==> src/rtl/core/rsame_pkg.sv <==
// Shared constants and transaction types for the RSA modular exponentiation block.
package rsame_pkg;

  localparam int MOD_BITS = 31;
  localparam int CNT_W    = $clog2(MOD_BITS);
  localparam int APB_DW   = 32;
  localparam int APB_AW   = 4;
  localparam int REG_IW   = 2;

  localparam logic [REG_IW-1:0] REG_MODULUS  = 2'd0;
  localparam logic [REG_IW-1:0] REG_PUB_EXP  = 2'd1;
  localparam logic [REG_IW-1:0] REG_PRIV_EXP = 2'd2;

  localparam logic OP_ENCRYPT = 1'b0;
  localparam logic OP_DECRYPT = 1'b1;

  typedef struct packed {
    logic                op;
    logic [MOD_BITS-1:0] value;
    logic                end_of_message;
  } in_item_t;

  typedef struct packed {
    logic [MOD_BITS-1:0] residue;
    logic                last;
  } out_item_t;

endpackage

==> src/rtl/core/rsa_modular_exponentiation.sv <==
// Top level: right-to-left square-and-multiply modexp over one shared shift-add modmul unit.
// Sequence after accept: base reduction, then per exponent bit up to its top set bit a dispatch
//   state plus a multiply (bit set) and a square, then a final dispatch and the output register.
// Modulus below 2: skips the arithmetic and returns residue 0. One transaction in flight; input
//   ready returns as the result registers. Reset: async, active low; modulus 2, both exponents 0.
module rsa_modular_exponentiation (
  input  logic                          clk_i,
  input  logic                          rst_ni,
  input  logic                          in_valid_i,
  output logic                          in_ready_o,
  input  rsame_pkg::in_item_t           in_data_i,
  output logic                          out_valid_o,
  input  logic                          out_ready_i,
  output rsame_pkg::out_item_t          out_data_o,
  input  logic                          psel,
  input  logic                          penable,
  input  logic                          pwrite,
  input  logic [rsame_pkg::APB_AW-1:0]  paddr,
  input  logic [rsame_pkg::APB_DW-1:0]  pwdata,
  output logic [rsame_pkg::APB_DW-1:0]  prdata,
  output logic                          pready
);
  import rsame_pkg::*;

  localparam int W  = MOD_BITS;
  localparam int SW = MOD_BITS + 3;

  localparam logic [2:0] S_IDLE   = 3'd0;
  localparam logic [2:0] S_REDUCE = 3'd1;
  localparam logic [2:0] S_DISP   = 3'd2;
  localparam logic [2:0] S_MUL    = 3'd3;
  localparam logic [2:0] S_SQR    = 3'd4;
  localparam logic [2:0] S_DONE   = 3'd5;

  logic [W-1:0]      modulus_q, pub_exp_q, priv_exp_q;
  logic [2:0]        state_q, state_d;
  logic [W-1:0]      exp_q, exp_d;
  logic [W-1:0]      b_q, b_d;
  logic [W-1:0]      acc_q, acc_d;
  logic [W-1:0]      mx_q, mx_d;
  logic [W-1:0]      my_q, my_d;
  logic [W-1:0]      macc_q, macc_d;
  logic [CNT_W-1:0]  mcnt_q, mcnt_d;
  logic              last_q, last_d;
  logic              out_valid_q, out_valid_d;
  out_item_t         out_data_q, out_data_d;

  logic [SW-1:0]     sum, diff1, diff2;
  logic [W-1:0]      step;
  logic              mul_last;
  logic              cfg_wr;
  logic [REG_IW-1:0] reg_idx;

  // Configuration port
  assign pready  = 1'b1;
  assign cfg_wr  = psel && penable && pwrite;
  assign reg_idx = paddr[APB_AW-1:2];

  always_comb begin
    unique case (reg_idx)
      REG_MODULUS:  prdata = APB_DW'(modulus_q);
      REG_PUB_EXP:  prdata = APB_DW'(pub_exp_q);
      REG_PRIV_EXP: prdata = APB_DW'(priv_exp_q);
      default:      prdata = '0;
    endcase
  end

  always_ff @(posedge clk_i or negedge rst_ni) begin
    if (!rst_ni) begin
      modulus_q  <= W'(2);
      pub_exp_q  <= '0;
      priv_exp_q <= '0;
    end else if (cfg_wr) begin
      unique case (reg_idx)
        REG_MODULUS:  modulus_q  <= pwdata[W-1:0];
        REG_PUB_EXP:  pub_exp_q  <= pwdata[W-1:0];
        REG_PRIV_EXP: priv_exp_q <= pwdata[W-1:0];
        default: ;
      endcase
    end
  end

  // Shared modmul step: acc = 2*acc + xbit*y, reduced below m (y < m, acc < m)
  always_comb begin
    sum   = {2'b00, macc_q, 1'b0} + (mx_q[W-1] ? {3'b000, my_q} : '0);
    diff1 = sum - {3'b000, modulus_q};
    diff2 = sum - {2'b00, modulus_q, 1'b0};
    priority if (!diff2[SW-1]) begin
      step = diff2[W-1:0];
    end else if (!diff1[SW-1]) begin
      step = diff1[W-1:0];
    end else begin
      step = sum[W-1:0];
    end
  end

  assign mul_last = (mcnt_q == CNT_W'(MOD_BITS - 1));

  always_comb begin
    state_d     = state_q;
    exp_d       = exp_q;
    b_d         = b_q;
    acc_d       = acc_q;
    mx_d        = mx_q;
    my_d        = my_q;
    macc_d      = macc_q;
    mcnt_d      = mcnt_q;
    last_d      = last_q;
    out_valid_d = out_valid_q;
    out_data_d  = out_data_q;

    if (out_valid_q && out_ready_i) begin
      out_valid_d = 1'b0;
    end

    unique case (state_q)
      S_IDLE: begin
        if (in_valid_i) begin
          last_d = in_data_i.end_of_message;
          exp_d  = (in_data_i.op == OP_DECRYPT) ? priv_exp_q : pub_exp_q;
          if (modulus_q < W'(2)) begin
            acc_d   = '0;
            state_d = S_DONE;
          end else begin
            mx_d    = in_data_i.value;
            my_d    = W'(1);
            macc_d  = '0;
            mcnt_d  = '0;
            state_d = S_REDUCE;
          end
        end
      end
      S_REDUCE, S_MUL, S_SQR: begin
        macc_d = step;
        mx_d   = mx_q << 1;
        mcnt_d = mcnt_q + CNT_W'(1);
        if (mul_last) begin
          unique case (state_q)
            S_REDUCE: begin
              b_d     = step;
              acc_d   = W'(1);
              state_d = S_DISP;
            end
            S_MUL: begin
              acc_d   = step;
              mx_d    = b_q;
              my_d    = b_q;
              macc_d  = '0;
              mcnt_d  = '0;
              state_d = S_SQR;
            end
            default: begin
              b_d     = step;
              exp_d   = exp_q >> 1;
              state_d = S_DISP;
            end
          endcase
        end
      end
      S_DISP: begin
        if (exp_q == '0) begin
          state_d = S_DONE;
        end else begin
          macc_d = '0;
          mcnt_d = '0;
          my_d   = b_q;
          if (exp_q[0]) begin
            mx_d    = acc_q;
            state_d = S_MUL;
          end else begin
            mx_d    = b_q;
            state_d = S_SQR;
          end
        end
      end
      S_DONE: begin
        if (!out_valid_q || out_ready_i) begin
          out_valid_d        = 1'b1;
          out_data_d.residue = acc_q;
          out_data_d.last    = last_q;
          state_d            = S_IDLE;
        end
      end
      default: begin
        state_d = S_IDLE;
      end
    endcase
  end

  always_ff @(posedge clk_i or negedge rst_ni) begin
    if (!rst_ni) begin
      state_q     <= S_IDLE;
      mcnt_q      <= '0;
      out_valid_q <= 1'b0;
    end else begin
      state_q     <= state_d;
      mcnt_q      <= mcnt_d;
      out_valid_q <= out_valid_d;
    end
  end

  always_ff @(posedge clk_i) begin
    exp_q      <= exp_d;
    b_q        <= b_d;
    acc_q      <= acc_d;
    mx_q       <= mx_d;
    my_q       <= my_d;
    macc_q     <= macc_d;
    last_q     <= last_d;
    out_data_q <= out_data_d;
  end

  assign in_ready_o  = (state_q == S_IDLE);
  assign out_valid_o = out_valid_q;
  assign out_data_o  = out_data_q;

endmodule

==> config.mk <==
export PLATFORM = sky130hd
export DESIGN_NAME = rsa_modular_exponentiation
export DESIGN_NICKNAME = d
export VERILOG_FILES = /design/src/rtl/core/rsame_pkg.sv /design/src/rtl/core/rsa_modular_exponentiation.sv
export SDC_FILE = /design/constraint.sdc
export NUM_CORES = 1
export LEC_CHECK = 0
export BUFFER_PORTS_ARGS = -buffer_cell sky130_fd_sc_hd__buf_2
export CORE_UTILIZATION = 25
export CTS_BUF_LIST = sky130_fd_sc_hd__clkbuf_8
export CTS_CLUSTER_SIZE = 8
export DETAILED_ROUTE_END_ITERATION = 10
export GPL_TIMING_DRIVEN = 0
export PLACE_DENSITY = 0.37
export SLEW_MARGIN = 10
export SYNTH_ARGS = -nofsm -noshare
export SYNTH_HDL_FRONTEND = slang
export SYNTH_SLANG_ARGS = --single-unit
==> constraint.sdc <==
create_clock -name clk_i -period 6.3 [get_ports clk_i]
set_clock_uncertainty 0.2 [all_clocks]
set_input_delay 0.945 -clock clk_i [delete_from_list [all_inputs] [get_ports clk_i]]
set_output_delay 0.945 -clock clk_i [all_outputs]
set_load 0.05 [all_outputs]
==> metrics.csv, run 1 <==
metric,value,unit
cp_max_fo,10,
crit_slowest_cell,edfxtp_1,
chipWidth,283,um
yosysSeqAreaShare,46.3,%
overflow,0,
via_per_inst,4.90,
clock_path_buffers,3,
antenna_found_initial,2,
endpoint_kind,register,
synth_edf_count,219,
setup_viol,0,
vias,15900,
die_height,283,um
synth_seq_cells,321,
drive_gt1_share,19.6,%
synth_top_area_cell,edfxtp_1,
maxCapViolations,0,
wl_per_cell,21.8,um
routabilityCongestion,0.873,
period_needed,6.03,ns
syn_nets,2109,
cts_tree,yes,
crit_required,6.50,ns
numPlacedInstances,3122,
cts_sinks,321,
worst-setup-path-type,register to register,
hold_viol_final,0,
critPathLaunchType,register,
grt_pass1_vias,16100,
synth.area.top_cells,"edfxtp_1 (33%), dfrtp_1 (13%), mux2i_1 (6.9%)",
fin_cells,3253,
max_stage_delay,0.50,ns
timing.fmax,166,MHz
die_area,80000,sq um
path_clk_slew,0.06,ns
hpwl,55700,um
grt_max_degree,71,
io_pins,143,
report.final.slew_viol_count,0,
grt_pass1_wl,106000,um
start_util,25.4,%
yosys-top-cells-count,"nand2_1 (222), edfxtp_1 (219), o21ai_0 (166)",
h-tree-depth,2,
synth_top_flop_cell,edfxtp_1,
fin_nets,2335,
cts_root_buf,clkbuf_8,
yosysMostFrequentCell,nand2_1,
cts_inserted_buffers,61,
dr.pass1.iters,5,
relSlewSlack,26.3,%
antenna_left,0,
min_period_over_period,95.7,%
cp.arrival,6.23,ns
ys_types,78,
synthArstFlopShare,31.8,%
route.detailed.drc,0,
yosys_warnings,0,
insertion_delay,0.72,ns
syn_to_final_growth,21.0,%
design.core.area,77700,sq um
hp-class,register to register,
post_synth.cell_area_avg,10.2,sq um
grt_usage,17.5,%
tightest_slew,1.10,ns
fillers,8054,
totalWireLength,71000,um
synth_cells,1936,
synth_top_area_share,33.3,%
rows,102,
drt-initial-drc-count,888,
portBuffers,134,
syn_area,19700,sq um
status,completed,
-- layer usage --
| layer | global-route usage (%) | vias to the layer above | wire, um |
|---|---|---|---|
| met2 | 28.9 | 339 | 33000 |
| met3 | 2.28 | 94 | 2550 |
| met4 | 4.71 | 2 | 1770 |
| li1 | - | 7636 | - |
| met5 | 0 | - | 11 |
| met1 | 23.8 | 7855 | 33600 |
-- per-stage QoR --
step                      utilization (%)  TNS, ns  area (sq um)  setup WS [ns]  hold WS (ns)
after floorplan                         -        0         19700           1.10         0.200
after detailed placement             28.2   -50.04         21900         -0.735         0.226
after global routing                 30.7  -0.0237         23900       -0.00882         0.220
after global placement               27.9   -59.43         21700         -0.833         0.204
after CTS                            30.2        0         23500        0.00112         0.192
final                                30.7        0         23900          0.270         0.233
-- cell usage in the layout, fill, tap and decap left out, types with 18 or more instances in the layout --
cell type	Yosys	layout
a21o_1	25	25
a21oi_1	117	109
and2_1	71	71
buf_2	7	137
buf_4	5	28
clkbuf_1	83	73
clkbuf_8	0	61
dfrtp_1	101	101
edfxtp_1	219	219
ha_1	94	87
inv_1	74	87
mux2_2	66	66
mux2i_1	136	131
nand2_1	222	222
nand3_1	43	42
nor2_1	85	81
nor3_1	34	29
o21ai_0	166	158
o21ai_1	15	18
o221ai_1	30	30
xnor2_1	47	39
xor2_1	23	20
-- timing repair --
| action | in CTS | in global routing |
|---|---|---|
| setup buffers | 9 | 10 |
| gates resized for setup | 56 | 58 |
| pin swaps | 9 | 17 |
| endpoints found under the setup margin | 93 | 93 |
| hold endpoints to repair | 32 | 0 |
| gates cloned | 0 | 1 |
| hold buffers | 1 | 0 |
-- cell type report --
type                    count  area, sq um  share of cell area (%)
diodes                      1         2.50                  0.0105
plain buffers              94          428                    1.79
clock buffers              61          840                    3.52
clock inverters            52          358                    1.50
inverters                  74          280                    1.17
multi-input cells        1443        10500                    44.0
flip-flops and latches    321         9130                    38.2
well taps                1040         1300                    5.45
repair buffers            167         1030                    4.33
-- cells by family (layout without fill, tap and decap cells) --
| kind of cell | count (synthesis) | after routing | synth area share [%] |
|---|---|---|---|
| AOI/OAI and AO/OA | 519 | 519 | 16.9 |
| xor gates and xnor gates | 70 | 70 | 3.11 |
| adders and majority gates | 97 | 97 | 6.27 |
| buffers and inverters | 172 | 448 | 3.45 |
| DFF | 321 | 321 | 46.3 |
| muxes | 203 | 203 | 10.7 |
| other | 2 | 3 | 0.0381 |
| and+or+nand+nor | 552 | 552 | 13.2 |
-- final timing paths --
check	start	end	slack, ns	cells after the start
min	last_q$_DFFE_PP_	out_data_o[0]$_DFFE_PP_	0.23	0
max	mx_q[30]$_DFFE_PP_	macc_q[10]$_SDFFCE_PP0P_	0.27	25
max in group asynchronous	rst_ni	priv_exp_q[5]$_DFFE_PN0P_	4.70	3
max reg2reg	mx_q[30]$_DFFE_PP_	macc_q[10]$_SDFFCE_PP0P_	0.27	25
min reg2reg	last_q$_DFFE_PP_	out_data_o[0]$_DFFE_PP_	0.23	0
min in group asynchronous	rst_ni	priv_exp_q[13]$_DFFE_PN0P_	0.47	2
-- worst max-delay path: cells and delay by family (launching register included) --
| family | cells | cell delay (ns) |
|---|---|---|
| AO/OA/AOI/OAI | 9 | 1.88 |
| XOR/XNOR | 1 | 0.21 |
| buffers and inverters | 5 | 0.92 |
| adder cells (fa/ha/maj) | 2 | 0.65 |
| AND/OR/NAND/NOR | 8 | 1.37 |
| flip-flops | 1 | 0.50 |
-- registers in the layout, indices dropped and copies added (netlist names) --
signal and flops:
out_data_o 32, mx_q 31, modulus_q 31, exp_q 31, state_q 3, my_q 31, macc_q 31, pub_exp_q 31
b_q 31, out_valid_o 1, priv_exp_q 31, mcnt_q 5, acc_q 31, last_q 1
Power of run 1 is left out: the tool's default activity adds up to more than one toggle a clock period on the data nets, which glitch-free logic cannot reach.
==> run 2, diff against run 1 <==
--- a/config.mk
+++ b/config.mk
@@ -11,7 +11,7 @@
 export CTS_CLUSTER_SIZE = 8
 export DETAILED_ROUTE_END_ITERATION = 10
 export GPL_TIMING_DRIVEN = 0
-export PLACE_DENSITY = 0.37
+export PLACE_DENSITY = 0.38
 export SLEW_MARGIN = 10
 export SYNTH_ARGS = -nofsm -noshare
 export SYNTH_HDL_FRONTEND = slang
==> constraint.sdc (replaced) <==
create_clock -name clk_i -period 5 [get_ports clk_i]
set_clock_uncertainty 0.2 [all_clocks]
set_input_delay 0.75 -clock clk_i [delete_from_list [all_inputs] [get_ports clk_i]]
set_output_delay 0.75 -clock clk_i [all_outputs]
set_load 0.05 [all_outputs]
==> run 2 against run 1 <==
Against the previous run: the flow now finishes with violations (setup timing); utilization is 3.0 points higher; count of clock-buffer cells in the layout is 7 higher; sequential share of layout area is 3.4 points lower; register-to-register slack worse by 0.83 ns; highest routed layer unchanged.
==> metrics.csv, run 2 (synthesis gave the netlist of run 1 again) <==
metric,value,unit,change
status,"complete, but fails checks",,was completed
violations,setup timing,,
multiInputGateArea,12000,sq um,"was 10,500 sq um"
grt_pass1_wl,107000,um,"was 106,000 um"
rsz0062_at_grt,true,,
utilization,33.7,%,was 30.7%
rows,102,,unchanged
crit_slowest_cell,edfxtp_1,,unchanged
drt-initial-drc-count,884,,was 888
portBuffers,134,,unchanged
maxCapViolations,0,,unchanged
r2r-end,acc_q[30]$_SDFFCE_PN0P_,,was macc_q[10]$_SDFFCE_PP0P_
mostFrequentLayoutCells,"edfxtp_1 (219), nand2_1 (214), o21ai_0 (144)",,"was nand2_1 (222), edfxtp_1 (219), o21ai_0 (158)"
largest_register_ffs,32,,unchanged
worst_slack,-0.557,ns,was 0.270 ns
hold_viol_final,0,,unchanged
report.final.slew_viol_count,0,,unchanged
die_height,283,um,unchanged
setup_tns,-38.40,ns,was 0 ns
clock_path_buffers,3,,unchanged
chipWidth,283,um,unchanged
routabilityCongestion,0.864,,was 0.873
cp_cell_sequence,"buf_6, buf_8, buf_4, and2_1, ha_4, and4_4, nand3_2, a211oi_4, nor3_1, xnor2_2, buf_4, ha_1, nand2_2, o211ai_1, a221o_1, a221o_1, a31oi_4, o211ai_1, a21oi_2, mux2i_2, a31oi_4, buf_12, and2_4",,
via_per_inst,4.89,,was 4.90
regArea,9130,sq um,unchanged
insertion_delay,0.72,ns,about the same
max_stage_delay,0.38,ns,was 0.50 ns
setup_viol,93,,was 0
cts_root_buf,clkbuf_8,,unchanged
min_period_over_period,111,%,was 95.7%
endpoint_kind,register,,unchanged
fin_nets,2406,,"was 2,335"
die_area,80000,sq um,unchanged
worst-setup-path-type,register to register,,unchanged
rr_startpoint,mx_q[30]$_DFFE_PP_,,unchanged
overflow,0,,unchanged
antenna_found_initial,3,,was 2
crit_required,5.22,ns,was 6.50 ns
timing.fmax,180,MHz,was 166 MHz
totalWireLength,72000,um,"was 71,000 um"
critPathLaunchType,register,,unchanged
drive_gt1_share,30.3,%,was 19.6%
cts_inserted_buffers,61,,unchanged
antenna_left,0,,unchanged
dp_slack,-1.96,ns,was -0.735 ns
fillers,7932,,"was 8,054"
cp_max_fo,7,,was 10
grt_usage,17.6,%,was 17.5%
ff2ff_path_depth,23,,was 25
vias,16200,,"was 15,900"
r2r_slack,-0.56,ns,was 0.27 ns
cts_sinks,321,,unchanged
hp-start,in_data_i[0],,was last_q$_DFFE_PP_
wl_per_cell,21.7,um,was 21.8 um
grt_max_degree,71,,unchanged
syn_to_final_growth,32.8,%,was 21.0%
hold_end,last_q$_DFFE_PP_,,was out_data_o[0]$_DFFE_PP_
tightest_slew,1.10,ns,about the same
hpwl,55300,um,"was 55,700 um"
h-tree-depth,2,,unchanged
grt_pass1_vias,16800,,"was 16,100"
final_common_cell,edfxtp_1,,was nand2_1
period_needed,5.56,ns,was 6.03 ns
hp-class,input pin to register,,was register to register
relSlewSlack,26.9,%,was 26.3%
min_delay_path_depth,1,,was 0
path_clk_slew,0.06,ns,about the same
start_util,25.4,%,unchanged
route.detailed.drc,0,,unchanged
cp.arrival,5.77,ns,was 6.23 ns
cts_tree,yes,,unchanged
io_pins,143,,unchanged
design.core.area,77700,sq um,unchanged
dr.pass1.iters,7,,was 5
-- run 2: cell types whose count changed in the layout (fill, tap and decap cells not counted), moves of 14 or more --
cell | previous run | this run
a21oi_1 | 109 | 67
ha_1 | 87 | 53
ha_4 | 4 | 34
o21ai_0 | 158 | 144
a21oi_2 | 6 | 37
buf_6 | 6 | 26
buf_4 | 28 | 76
-- run 2: through the flow --
step / area (sq um) / instances / hold WS [ns]
finish: 26200 / 3322 / 0.0659
global route: 26200 / 3322 / 0.0280
CTS: 25000 / 3287 / 0.00721
detailed placement: 22000 / 3122 / 0.227
global placement: 21700 / 3110 / 0.206
floorplan: 19800 / 1936 / 0.200
-- run 2: worst max-delay path by stage --
stage                             startpoint  slack, ns                       end
final                     mx_q[30]$_DFFE_PP_      -0.56   acc_q[30]$_SDFFCE_PN0P_
after global routing      mx_q[30]$_DFFE_PP_      -0.73   acc_q[25]$_SDFFCE_PN0P_
after CTS                 mx_q[30]$_DFFE_PP_      -0.57   acc_q[10]$_SDFFCE_PN0P_
after detailed placement  mx_q[30]$_DFFE_PP_      -1.96   acc_q[10]$_SDFFCE_PN0P_
after global placement    mx_q[30]$_DFFE_PP_      -1.99  macc_q[10]$_SDFFCE_PP0P_
after floorplan           mx_q[30]$_DFFE_PP_     0.0002  macc_q[10]$_SDFFCE_PP0P_
-- run 2: layout make-up --
type                    count  area share [%]
well taps                1040            4.97
clock inverters            43            1.09
plain buffers              87            2.01
multi-input cells        1443            45.7
diodes                      1         0.00955
flip-flops and latches    321            34.9
repair buffers            245            6.75
inverters                  74            1.07
clock buffers              68            3.57
-- run 2: layer usage --
layer  vias up  part of all wire [%]  track usage [%]
met5         -                 0.015                0
met4         2                   3.4             5.10
met3       115                   3.2             2.27
met2       328                    47             29.1
met1      8030                    47             23.8
li1       7765                     -                -
-- run 2: repair_timing --
item / CTS / global route
pin swaps: 86 / 77
hold endpoints to repair: 32 / 0
resized for setup: 253 / 186
gates cloned: 3 / 1
endpoints found under the setup margin: 93 / 93
hold buffers: 1 / 0
buffers inserted: 58 / 38
-- run 2: worst max-delay path: cells and delay by family (launching register included) --
| family | cells | cell delay, ns |
|---|---|---|
| compound gates | 8 | 1.76 |
| buf+inv | 5 | 0.76 |
| mux | 1 | 0.28 |
| simple gates | 6 | 0.99 |
| fa+ha+maj | 2 | 0.64 |
| flops | 1 | 0.38 |
| xor+xnor | 1 | 0.28 |
Power of run 2 is left out for the same reason.
==> run 3, diff against run 2 <==
--- a/config.mk
+++ b/config.mk
@@ -7,7 +7,6 @@
 export LEC_CHECK = 0
 export BUFFER_PORTS_ARGS = -buffer_cell sky130_fd_sc_hd__buf_2
 export CORE_UTILIZATION = 25
-export CTS_BUF_LIST = sky130_fd_sc_hd__clkbuf_8
 export CTS_CLUSTER_SIZE = 8
 export DETAILED_ROUTE_END_ITERATION = 10
 export GPL_TIMING_DRIVEN = 0
==> run 3 against run 2 <==
Against the previous run: the run still ends with setup timing left; flip-flop and latch count unchanged; sequential share of layout area decreased by 0.22 points; maximum frequency decreased by 0.31%; worst hold slack improved by 0.10 ns; final cell count decreased by 1.3%; worst setup slack got worse by 0.017 ns; global-route usage about the same; critical path depth increased by 2; non-clock buffer count increased by 1; count of clock-buffer cells in the layout decreased by 4; utilization increased by 0.21 points; critical endpoint is now acc_q[22]$_SDFFCE_PN0P_; highest routed layer unchanged.
==> metrics.csv, run 3 (synthesis gave the netlist of run 1 again) <==
metric,value,unit,change
status,"complete, but fails checks",,unchanged
violations,setup timing,,unchanged
dp_slack,-1.96,ns,unchanged
setup_tns,-42.17,ns,was -38.40 ns
hold_viol_final,0,,unchanged
drt-initial-drc-count,894,,was 884
cts_sinks,321,,unchanged
fin_nets,2392,,"was 2,406"
wl_per_cell,21.8,um,was 21.7 um
cp.arrival,5.68,ns,was 5.77 ns
path_clk_slew,0.05,ns,was 0.06 ns
overflow,0,,unchanged
rsz0062_at_grt,true,,unchanged
critPathLaunchType,register,,unchanged
syn_to_final_growth,33.6,%,was 32.8%
die_area,80000,sq um,unchanged
period_needed,5.57,ns,was 5.56 ns
path_delay_family,compound AO/OA/AOI/OAI gates,,unchanged
crit_slowest_cell,edfxtp_1,,unchanged
antenna_found_initial,2,,was 3
dr.pass1.iters,6,,was 7
crit_required,5.10,ns,was 5.22 ns
largest_register_ffs,32,,unchanged
worst_slack,-0.574,ns,was -0.557 ns
h-tree-depth,2,,unchanged
via_per_inst,4.95,,was 4.89
maxCapViolations,0,,unchanged
report.final.slew_viol_count,0,,unchanged
diodes,0,,was 1
cp_max_fo,6,,was 7
setup_viol,93,,unchanged
insertion_delay,0.59,ns,was 0.72 ns
die_height,283,um,unchanged
utilization,33.9,%,was 33.7%
drive_gt1_share,29.5,%,was 30.3%
cts_inserted_buffers,46,,was 61
routabilityCongestion,0.864,,unchanged
hpwl,55300,um,unchanged
portBuffers,134,,unchanged
min_period_over_period,111,%,about the same
path_buf_inv,5,,unchanged
hp-class,input pin to register,,unchanged
rows,102,,unchanged
grt_pass1_vias,16700,,"was 16,800"
endpoint_kind,register,,unchanged
route.detailed.drc,0,,unchanged
vias,16200,,about the same
cts_root_buf,clkbuf_16,,was clkbuf_8
timing.fmax,179,MHz,was 180 MHz
detailed_place.area,22000,sq um,unchanged
antenna_left,0,,unchanged
grt_pass1_wl,107000,um,about the same
relSlewSlack,13.9,%,was 26.9%
io_pins,143,,unchanged
mostFrequentLayoutCells,"edfxtp_1 (219), nand2_1 (215), o21ai_0 (145)",,"was edfxtp_1 (219), nand2_1 (214), o21ai_0 (144)"
worst-setup-path-type,register to register,,unchanged
totalWireLength,71500,um,"was 72,000 um"
chipWidth,283,um,unchanged
final_common_cell,edfxtp_1,,unchanged
design_area,26400,sq um,"was 26,200 sq um"
cts_tree,yes,,unchanged
grt_max_degree,71,,unchanged
max_stage_delay,0.38,ns,about the same
tightest_slew,1.29,ns,was 1.10 ns
design.core.area,77700,sq um,unchanged
start_util,25.4,%,unchanged
clock_path_buffers,3,,unchanged
grt_usage,17.5,%,was 17.6%
run 3: final timing paths:
kind	from	to	slack, ns	cells past startpoint
worst max-delay path	mx_q[30]$_DFFE_PP_	acc_q[22]$_SDFFCE_PN0P_	-0.57	25
worst min-delay path	in_data_i[0]	last_q$_DFFE_PP_	0.17	1
worst max register to register	mx_q[30]$_DFFE_PP_	acc_q[22]$_SDFFCE_PN0P_	-0.57	25
worst min register to register	last_q$_DFFE_PP_	out_data_o[0]$_DFFE_PP_	0.24	0
max in group asynchronous	rst_ni	modulus_q[1]$_DFFE_PN1P_	3.47	3
min in group asynchronous	rst_ni	priv_exp_q[17]$_DFFE_PN0P_	0.41	2
run 3: final cells by class:
class	instances	area [sq um]
plain buffers	87	490
clock buffers	64	1230
clock inverters	4	67.6
fillers	7896	51400
inverters	74	280
multi-input cells	1443	12000
flip-flops and latches	321	9130
well taps	1040	1300
repair buffers	246	1820
run 3: timing repair:
item / in CTS / in global routing
endpoints found under the setup margin: 93 / 93
resized for setup: 299 / 146
endpoints found under the hold margin: 32 / 0
buffers inserted: 61 / 36
pin swaps: 104 / 86
hold buffers: 1 / 0
cloned: 5 / 0
run 3: layer usage:
metal  wire [um]  up-vias  GRT usage (%)
met2       33800      334           29.3
met3        2460       84           1.98
met1       33300     8070           23.8
met4        1990        2           4.93
met5          11        -              0
li1            -     7735              -
run 3: worst reg2reg max path, delay by kind of cell (launching register included):
kind	cells	cell delay (ns)
fa+ha+maj	2	0.49
simple gates	6	1.26
flops	1	0.38
xor+xnor	1	0.17
buf+inv	5	0.79
compound gates	10	1.72
mux	1	0.32
run 3: per-stage QoR:
stage               std cells  hold slack [ns]
floorplan                1936            0.200
global placement         3110            0.206
detailed placement       3122            0.227
CTS                      3250            0.135
global route             3279            0.141
finish                   3279            0.167
Power of run 3 is left out for the same reason.
